### src/design/mfr_pkg.sv
`timescale 1ns / 1ps
`default_nettype none
package mfr_pkg;

  localparam int PANEL_WIDTH  = 480;
  localparam int PANEL_HEIGHT = 640;
  localparam int ROW_STRIDE   = PANEL_HEIGHT / 8;
  localparam int FRAME_DEPTH  = ROW_STRIDE * PANEL_WIDTH;

  localparam int FADDR_W = $clog2(FRAME_DEPTH);
  localparam int SROW_W  = $clog2(PANEL_WIDTH);
  localparam int SCOL_W  = $clog2(PANEL_HEIGHT);
  localparam int PCOL_W  = 9;

  localparam logic [15:0] PIX_BLACK = 16'h0000;
  localparam logic [15:0] PIX_WHITE = 16'hFFFF;

  localparam logic FUNC_WRITE = 1'b0;
  localparam logic FUNC_FETCH = 1'b1;

  localparam logic CFG_ROTATE = 1'b0;
  localparam logic CFG_SOURCE = 1'b1;

  typedef struct packed {
    logic        func;
    logic [15:0] frame_address;
    logic [7:0]  frame_byte;
    logic [9:0]  panel_row;
    logic [7:0]  pair_slot;
  } in_item_t;

  typedef struct packed {
    logic [15:0] pixel_even;
    logic [15:0] pixel_odd;
    logic        filled;
  } out_item_t;

  // how to turn the two fetched bytes into pixels
  typedef struct packed {
    logic       filled;
    logic       even_ok;
    logic       odd_ok;
    logic [2:0] bit_idx;
  } pick_t;

endpackage
`default_nettype wire

### src/design/mfr_addr_map.sv
`timescale 1ns / 1ps
`default_nettype none
module mfr_addr_map (
  input  wire logic                        rotate_half_turn,
  input  wire logic                        source_enabled,
  input  wire logic [9:0]                  panel_row,
  input  wire logic [7:0]                  pair_slot,
  output logic      [mfr_pkg::FADDR_W-1:0] addr_even,
  output logic      [mfr_pkg::FADDR_W-1:0] addr_odd,
  output mfr_pkg::pick_t                   pick
);
  import mfr_pkg::*;

  logic [PCOL_W-1:0] pcol_even;
  logic [PCOL_W-1:0] pcol_odd;
  logic              row_ok;
  logic              even_ok;
  logic              odd_ok;
  logic [SCOL_W-1:0] scol;
  logic [SROW_W-1:0] srow_even;
  logic [SROW_W-1:0] srow_odd;
  logic [FADDR_W-1:0] byte_col;

  always_comb begin
    pcol_even = {pair_slot, 1'b0};
    pcol_odd  = {pair_slot, 1'b1};
    row_ok    = 32'(panel_row) < PANEL_HEIGHT;
    even_ok   = row_ok && (32'(pcol_even) < PANEL_WIDTH);
    odd_ok    = row_ok && (32'(pcol_odd) < PANEL_WIDTH);

    if (rotate_half_turn) begin
      scol      = SCOL_W'(PANEL_HEIGHT - 1) - SCOL_W'(panel_row);
      srow_even = SROW_W'(pcol_even);
      srow_odd  = SROW_W'(pcol_odd);
    end else begin
      scol      = SCOL_W'(panel_row);
      srow_even = SROW_W'(PANEL_WIDTH - 1) - SROW_W'(pcol_even);
      srow_odd  = SROW_W'(PANEL_WIDTH - 1) - SROW_W'(pcol_odd);
    end

    byte_col = FADDR_W'(scol >> 3);
    // out-of-panel pixels read entry zero and are forced white later when the source is enabled
    addr_even = even_ok ?
      FADDR_W'(FADDR_W'(srow_even) * FADDR_W'(ROW_STRIDE)) + byte_col : '0;
    addr_odd  = odd_ok ?
      FADDR_W'(FADDR_W'(srow_odd) * FADDR_W'(ROW_STRIDE)) + byte_col : '0;

    pick.filled  = source_enabled;
    pick.even_ok = even_ok;
    pick.odd_ok  = odd_ok;
    pick.bit_idx = ~scol[2:0];
  end

endmodule
`default_nettype wire

### config.mk
export PLATFORM = sky130hd
export DESIGN_NAME = mfr_addr_map
export DESIGN_NICKNAME = d
export VERILOG_FILES = /design/src/design/mfr_pkg.sv /design/src/design/mfr_addr_map.sv
export SDC_FILE = /design/constraint.sdc
export NUM_CORES = 1
export LEC_CHECK = 0
export BUFFER_PORTS_ARGS = -buffer_cell sky130_fd_sc_hd__buf_2
export CAP_MARGIN = 10
export CORE_ASPECT_RATIO = 0.8
export CORE_MARGIN = 8
export CORE_UTILIZATION = 48
export DETAILED_ROUTE_END_ITERATION = 7
export PLACE_DENSITY = 0.78
export SETUP_SLACK_MARGIN = 0.2
export SLEW_MARGIN = 20
export SYNTH_ARGS = -nofsm -noshare
export SYNTH_HDL_FRONTEND = slang
export SYNTH_SLANG_ARGS = --single-unit
### constraint.sdc
create_clock -name vclk -period 9.3
set_clock_uncertainty 0.1 [all_clocks]
set_input_delay 0 -clock vclk [all_inputs]
set_output_delay 0 -clock vclk [all_outputs]
set_load 0.01 [all_outputs]
Word-level counts from Yosys, hierarchy flattened
Index checks and enable logic that the tools add are counted.
{"block": "word_totals", "reg_bits": 0, "output_inout_bits": 38, "elab_cells": 18}
{"block": "classes", "n_addsub": 5, "multipliers": 2, "n_lt_le_gt_ge": 3, "n_mux": 5, "bitwise_logic": 1, "reduce_logical": 2}
{"cell": "adder 16 x 7 -> 16 bit", "n": 2}
{"cell": "2-to-1 mux 16 bit", "n": 2}
{"cell": "multiplier 9 x 3 -> 12 bit, second input constant", "n": 2}
{"cell": "< comparator 9 bit, second input constant", "n": 2}
{"cell": "2-to-1 mux 9 bit", "n": 2}
{"cell": "subtractor 9 bit, first input constant", "n": 2}
{"cell": "< comparator 10 bit, second input constant", "n": 1}
{"cell": "2-to-1 mux 10 bit", "n": 1}
{"cell": "subtractor 10 bit, first input constant", "n": 1}
{"cell": "NOT 3 bit", "n": 1}
{"cell": "logical AND 1 bit", "n": 2}

Depth between registers and ports, before layout
Gate-level depths: netlist of run 1.
{"block": "logic_depth", "depth_word": 5, "depth_mapped": 12, "mapped_depth_nobuf": 11}

Least setup slack after synthesis of run 1
No wires, ideal clock.
{"block": "synth_path", "kind": "input to output", "startpoint": "input port rotate_half_turn", "endpoint": "output port addr_odd[14] (netlist name)", "arrival_ns": 3.395, "setup_slack_ns": 5.805, "stages": 12, "path_buffers": 2, "cell_sequence": "clkbuf_1 buf_1 xnor2_1 ha_1 ha_1 inv_1 fa_1 xnor2_1 and4b_1 or3b_2 nor4_1 mux2i_1"}
{"block": "synth_between", "elab_chain_len": 4, "word_cells_on_any_way": 5, "cone_classes": "add/sub: 1; mul: 1; mux: 3"}
{"item": "start, declared", "line": "mfr_addr_map.sv:4", "source": "input wire logic rotate_half_turn,"}
{"item": "2-to-1 mux 9 bit", "line": "mfr_addr_map.sv:31", "source": "if (rotate_half_turn) begin"}
{"item": "multiplier 9 x 3 -> 12 bit", "line": "mfr_addr_map.sv:46", "source": "FADDR_W'(FADDR_W'(srow_odd) * FADDR_W'(ROW_STRIDE)) + byte_col : '0;"}
{"item": "adder 16 x 7 -> 16 bit (*)", "line": "mfr_addr_map.sv:46"}
{"item": "2-to-1 mux 16 bit (*)", "line": "mfr_addr_map.sv:45", "source": "addr_odd = odd_ok ?"}
{"item": "end, declared", "line": "mfr_addr_map.sv:9", "source": "output logic [mfr_pkg::FADDR_W-1:0] addr_odd,"}
Mark *: on every way between the ends. The rest lies on a longest branch, timed or not.

Worst setup path in the final report of run 1
Same ends and word-level chain as after synthesis.

==> qor.json, run 1 <==
{
  "outcome": {"value": "complete, no violations"},
  "io_pins": {"value": 58},
  "io_buffer_count": {"value": 56},
  "sequential_cell_area": {"value": 0, "unit": "sq um"},
  "cp_common_cell": {"value": "sky130_fd_sc_hd__inv_1"},
  "worstSetupPathDepth": {"value": 13},
  "start_util": {"value": 50.3, "unit": "%"},
  "power.share.combinational": {"value": 100.0, "unit": "%"},
  "worstMarginPinSlew": {"value": 695, "unit": "ps"},
  "post_cts.repair.setup_buffers": {"value": 0},
  "powerDensity": {"value": 147, "unit": "nW/um^2"},
  "ir_drop": {"value": 0.0502, "unit": "mV"},
  "final.clkbuf_count": {"value": 0},
  "grt_setup_unrepaired": {"value": "false"},
  "floorplan.die_area": {"value": 5350, "unit": "sq um"},
  "post_cts_resized": {"value": 0},
  "routed_via_density": {"value": 5.50},
  "fmax": {"value": 279, "unit": "MHz"},
  "cts.hold.buffers_added": {"value": 1},
  "crit_path_start_kind": {"value": "input port"},
  "postRouteWirelength": {"value": 4110, "unit": "um"},
  "num-nets-final": {"value": 309},
  "most-common-layout-cells": {"value": "sky130_fd_sc_hd__buf_2, sky130_fd_sc_hd__xnor2_1, sky130_fd_sc_hd__ha_1"},
  "period_minus_slack": {"value": 3590, "unit": "ps"},
  "syn_area": {"value": 1560, "unit": "sq um"},
  "ant_nets": {"value": 0},
  "sequence_of_cells_on_the_critical_path": {"value": "buf_2 > inv_1 > ha_1 > inv_1 > ha_1 > inv_1 > fa_1 > xnor2_1 > and4b_1 > or3b_2 > nor4_1 > mux2i_1 > buf_2"},
  "cp.arrival": {"value": 3490, "unit": "ps"},
  "hpwl": {"value": 3540, "unit": "um"},
  "post-layout-total-power": {"value": 0.000270, "unit": "W"},
  "nFlopsAndLatches": {"value": 0},
  "cellLeakagePower": {"value": 0.923, "unit": "nW"},
  "die_h": {"value": 67.1, "unit": "um"},
  "whs_path_depth": {"value": 3},
  "setup_total_negative_slack": {"value": 0, "unit": "ps"},
  "hold_class": {"value": "input port to output port"},
  "critical_path.top_delay_family": {"value": "adder cells"},
  "final_instance_area": {"value": 1830, "unit": "sq um"},
  "setup-violations-final": {"value": 0},
  "iteration_0_drc_count_of_the_detailed_router": {"value": 79},
  "p_sw": {"value": 0.000155, "unit": "W"},
  "drive_above_1_share": {"value": 25.0, "unit": "%"},
  "setup.worst_path.class": {"value": "input port to output port"},
  "cell_count_after_synthesis": {"value": 216},
  "swShare": {"value": 57.2, "unit": "%"},
  "diodes": {"value": 0},
  "remaining_design_rule_violation_count": {"value": 0},
  "timing.final.max_slew_violations": {"value": 0},
  "fp.dieW": {"value": 79.8, "unit": "um"},
  "num_vias": {"value": 1651},
  "syn_area_per_cell": {"value": 7.24, "unit": "sq um"},
  "layout_commonest_cell": {"value": "sky130_fd_sc_hd__buf_2"},
  "grt_start_max_net_pins": {"value": 21},
  "synth_warnings": {"value": 0},
  "via_count_of_the_first_global_routing_pass": {"value": 1533},
  "internal_power": {"value": 0.000116, "unit": "W"},
  "ys_seq_area_share": {"value": 0, "unit": "%"},
  "grt_antenna_before_repair": {"value": 0},
  "globalRoute.totalOverflow": {"value": 0},
  "number_of_max_cap_violations": {"value": 0},
  "fp-row-count": {"value": 18},
  "synth_fp_nets": {"value": 263},
  "worstPathMaxFanout": {"value": 19},
  "crit_path_end_kind": {"value": "output port"},
  "power.share.sequential": {"value": 0, "unit": "%"},
  "track_usage": {"value": 14.9, "unit": "%"},
  "slew-limit-headroom": {"value": 53.2, "unit": "%"},
  "avgRoutedWirePerCell": {"value": 13.7, "unit": "um"},
  "core_region_area": {"value": 3110, "unit": "sq um"},
  "min_period_over_period": {"value": 38.6, "unit": "%"},
  "crit_slowest_cell": {"value": "sky130_fd_sc_hd__or3b_2"},
  "worstPathRequired": {"value": 9200, "unit": "ps"},
  "layout-area-overhead-vs-synth": {"value": 17.2, "unit": "%"},
  "netlist-cell-type-count": {"value": 45},
  "router_iterations_before_antenna_repair": {"value": 4},
  "cp_slowest_stage_delay": {"value": 480, "unit": "ps"},
  "place_area": {"value": 1820, "unit": "sq um"},
  "clkPwrFrac": {"value": 0, "unit": "%"},
  "crit_buf_inv": {"value": 5},
  "gp_congestion": {"value": 0.870},
  "grt_first_pass_wirelength": {"value": 6760, "unit": "um"},
  "hold_viol_final": {"value": 0}
}
[worst paths after layout]
| kind | start | to | slack [ps] |
|---|---|---|---|
| max | rotate_half_turn | addr_odd[14] | 5710 |
| min | panel_row[2] | pick[2] | 160 |
[cells in the mapped netlist, drive strengths merged (2+ instances only)]
cell type / number / area share, %
ha: 23 / 18
nor4: 4 / 1.6
nand3b: 2 / 0.96
fa: 4 / 5.1
nand3: 4 / 1.3
a21oi: 17 / 5.4
and4b: 2 / 1.3
a21o: 13 / 6.3
nor2: 21 / 5.0
nand2: 8 / 1.9
nand2b: 3 / 1.2
or4: 2 / 1.2
or3: 6 / 2.5
inv: 12 / 2.9
buf: 8 / 3.6
a211oi: 6 / 2.9
xor2: 6 / 3.4
a211o: 2 / 1.2
or3b: 2 / 1.1
and3: 5 / 2.3
nor3b: 3 / 1.4
xnor2: 26 / 15
mux2i: 2 / 1.3
nor2b: 3 / 1.2
o21ai: 14 / 4.5
clkbuf: 6 / 1.4
[kinds of logic (layout without fill, tap and decap cells)]
group           after synthesis  after routing  synth area share (%)
simple gates                 68             68                  24.2
compound gates               61             61                  25.2
xor+xnor                     32             32                  17.9
fa+ha+maj                    27             27                  23.5
mux                           2              2                  1.28
buf+inv                      26             70                  7.92
[worst min-delay path: cells and delay by family]
kind      cells  cell delay [ps]
buf+inv       2              210
xor+xnor      1               50
[per-stage QoR]
| stage | instances | util, % | worst slack, ps | hold WS [ps] |
|---|---|---|---|---|
| 2_1_floorplan | 216 | - | 5800 | -23.9 |
| 3_3_place_gp | 299 | 58.7 | 5850 | -99.9 |
| 3_5_place_dp | 299 | 58.7 | 5740 | -99.9 |
| 4_1_cts | 300 | 59.0 | 5710 | 165 |
| 5_1_grt | 300 | 59.0 | 5400 | 173 |
| 6_report | 300 | 59.0 | 5710 | 160 |
[area by class of cell]
cell class | count | area [sq um]
inverters | 12 | 45.0
fillers | 308 | 1270
multi-input cells | 190 | 1440
repair buffers | 58 | 298
well taps | 40 | 50.0
[layer usage]
| layer | global-route usage, % | part of all wire (%) | up-vias |
|---|---|---|---|
| met4 | 1.81 | 0.80 | 0 |
| met5 | 0 | 0 | - |
| met1 | 20.7 | 50 | 730 |
| met3 | 3.49 | 8.3 | 2 |
| li1 | - | - | 860 |
| met2 | 23.1 | 40 | 59 |
[power by group through the flow]
| stage | clock, W | combinational [W] | sequential (W) |
|---|---|---|---|
| 6_report | 0 | 0.000270 | 0 |
| 5_1_grt | 0 | 0.000301 | 0 |
| 4_1_cts | 0 | 0.000270 | 0 |
| 3_5_place_dp | 0 | 0.000268 | 0 |
| 3_3_place_gp | 0 | 0.000264 | 0 |
| 2_1_floorplan | 0 | 0.000200 | 0 |
(Power assumes the default switching activity.)
==> run 2, diff against run 1 <==
ABC_AREA = 1   (was not set)
PLACE_DENSITY = 0.79   (was 0.78)
clock period = 2.9 ns   (was 9.3 ns; I/O delays follow)
==> run 2 against run 1 <==
  * Sequential share of layout area stayed put
  * Global-route usage is 0.98 points higher
  * Flip-flop and latch count stayed put
  * Power grew to 3.3 times the previous value
  * Hold slack better by 5.0 ps
  * Critical path depth is 6 higher
  * Non-clock buffer count is 5 higher
  * Utilization is 0.14 points higher
  * Cell count is 38% higher
  * Largest power group unchanged
==> qor.json, run 2 <==
{
  "outcome": {"value": "complete, no violations"},
  "fmax": {"value": 394, "unit": "MHz"},
  "floorplan.die_area": {"value": 6000, "unit": "sq um"},
  "syn_area_per_cell": {"value": 5.61, "unit": "sq um"},
  "die_h": {"value": 70.9, "unit": "um"},
  "ant_nets": {"value": 0},
  "crit_buf_inv": {"value": 8},
  "io_pins": {"value": 58},
  "crit_slowest_cell": {"value": "sky130_fd_sc_hd__fa_1"},
  "grt_start_max_net_pins": {"value": 22},
  "ys_seq_area_share": {"value": 0, "unit": "%"},
  "sequence_of_cells_on_the_critical_path": {"value": "buf_12 > inv_2 > ha_4 > inv_1 > ha_1 > inv_2 > fa_1 > inv_1 > nand3_1 > nand2_1 > nand2_1 > nand2_2 > inv_2 > nor2_2 > nand3_1 > nand2_1 > inv_1 > nor2_1 > buf_2"},
  "hpwl": {"value": 4110, "unit": "um"},
  "yosys-top-cells-area": {"value": "sky130_fd_sc_hd__nand2_1, sky130_fd_sc_hd__ha_1, sky130_fd_sc_hd__inv_1"},
  "cell_count_after_synthesis": {"value": 322},
  "globalRoute.totalOverflow": {"value": 0},
  "most-common-layout-cells": {"value": "sky130_fd_sc_hd__nand2_1, sky130_fd_sc_hd__buf_2, sky130_fd_sc_hd__inv_1"},
  "core_region_area": {"value": 3700, "unit": "sq um"},
  "min_period_over_period": {"value": 87.6, "unit": "%"},
  "final.clkbuf_count": {"value": 0},
  "cp_slowest_stage_delay": {"value": 480, "unit": "ps"},
  "worstSetupPathDepth": {"value": 19},
  "setup.worst_path.class": {"value": "input port to output port"},
  "utilization": {"value": 59.1, "unit": "%"},
  "track_usage": {"value": 15.9, "unit": "%"},
  "layout_commonest_cell": {"value": "sky130_fd_sc_hd__nand2_1"},
  "crit_path_end_kind": {"value": "output port"},
  "routed_via_density": {"value": 5.10},
  "fp-row-count": {"value": 20},
  "setup-violations-final": {"value": 0},
  "diodes": {"value": 0},
  "grt_antenna_before_repair": {"value": 0},
  "postRouteWirelength": {"value": 4990, "unit": "um"},
  "fp.dieW": {"value": 84.6, "unit": "um"},
  "cp.arrival": {"value": 2440, "unit": "ps"},
  "synth_fp_nets": {"value": 369},
  "timing.final.max_slew_violations": {"value": 0},
  "synth_warnings": {"value": 0},
  "iteration_0_drc_count_of_the_detailed_router": {"value": 148},
  "via_count_of_the_first_global_routing_pass": {"value": 1916},
  "ir_drop": {"value": 0.242, "unit": "mV"},
  "layout-area-overhead-vs-synth": {"value": 21.1, "unit": "%"},
  "worstPathRequired": {"value": 2800, "unit": "ps"},
  "slew-limit-headroom": {"value": 63.4, "unit": "%"},
  "synthTopCellsByCount": {"value": "sky130_fd_sc_hd__nand2_1, sky130_fd_sc_hd__inv_1, sky130_fd_sc_hd__nand3_1"},
  "num_vias": {"value": 2111},
  "nFillCells": {"value": 378},
  "synth_top_cell_by_area": {"value": "sky130_fd_sc_hd__nand2_1"},
  "hold_class": {"value": "input port to output port"},
  "io_buffer_count": {"value": 56},
  "start_util": {"value": 48.8, "unit": "%"},
  "setup_total_negative_slack": {"value": 0, "unit": "ps"},
  "hold_viol_final": {"value": 0},
  "period_minus_slack": {"value": 2540, "unit": "ps"},
  "remaining_design_rule_violation_count": {"value": 0},
  "netlist-cell-type-count": {"value": 25},
  "syn_area": {"value": 1810, "unit": "sq um"},
  "grt_setup_unrepaired": {"value": "true"},
  "avgRoutedWirePerCell": {"value": 12.1, "unit": "um"},
  "router_iterations_before_antenna_repair": {"value": 4},
  "gp_congestion": {"value": 0.902},
  "crit_path_start_kind": {"value": "input port"},
  "synth.top_cell.area_share": {"value": 16.8, "unit": "%"},
  "num-nets-final": {"value": 419},
  "drive_above_1_share": {"value": 29.5, "unit": "%"},
  "cellLeakagePower": {"value": 1.26, "unit": "nW"},
  "sequential_cell_area": {"value": 0, "unit": "sq um"},
  "critical_path.top_delay_family": {"value": "adder cells"},
  "nFlopsAndLatches": {"value": 0},
  "worstMarginPinSlew": {"value": 543, "unit": "ps"},
  "yosysMostFrequentCell": {"value": "sky130_fd_sc_hd__nand2_1"},
  "multi_input_area": {"value": 1570, "unit": "sq um"},
  "powerDensity": {"value": 403, "unit": "nW/um^2"},
  "grt_first_pass_wirelength": {"value": 8380, "unit": "um"},
  "worstPathMaxFanout": {"value": 11},
  "number_of_max_cap_violations": {"value": 0},
  "whs_path_depth": {"value": 3}
}
-- run 2: worst paths after layout --
kind              from             to
min       panel_row[2]        pick[2]
max   rotate_half_turn  addr_even[14]
-- run 2: what timing repair did --
item | in CTS | in global routing
endpoints found under the hold margin | 1 | 0
pin swaps | 0 | 8
hold buffers | 1 | 0
setup endpoints to repair | 3 | 10
gates resized for setup | 2 | 17
setup buffers | 0 | 2
-- run 2: through the flow --
stage	std cells	instance area (sq um)	setup WS, ps	total power [W]	hold WS [ps]
after floorplan	322	1820	293	0.000643	-23.9
after global placement	411	2070	176	0.000822	-99.9
after detailed placement	411	2070	158	0.000831	-99.9
after CTS	412	2090	211	0.000842	163
after global routing	414	2190	146	0.000993	176
final	414	2190	360	0.000881	165
-- run 2: cell families after synthesis --
family | share of synthesized area (%)
simple gates | 42.6
xor+xnor | 7.27
buf+inv | 18.0
compound gates | 11.8
fa+ha+maj | 20.3
-- run 2: layout make-up --
cell class         count  share of cell area, %
well taps             44                   2.51
inverters             56                   9.60
repair buffers        63                   16.0
multi-input cells    251                   71.9
-- run 2: report_power, final --
part           total [W]  internal (W)  switching, W
logic           0.000881      0.000333      0.000549
registers              0             0             0
clock network          0             0             0
total           0.000881      0.000333      0.000549
-- run 2: per-layer routing --
metal  global-route usage [%]  vias to the layer above  part of all wire (%)
met5                        0                        -                     0
met4                     1.38                        0                  0.90
met2                     27.9                       60                    47
met3                    0.926                        4                   5.3
li1                         -                     1113                     -
met1                     21.3                      934                    47
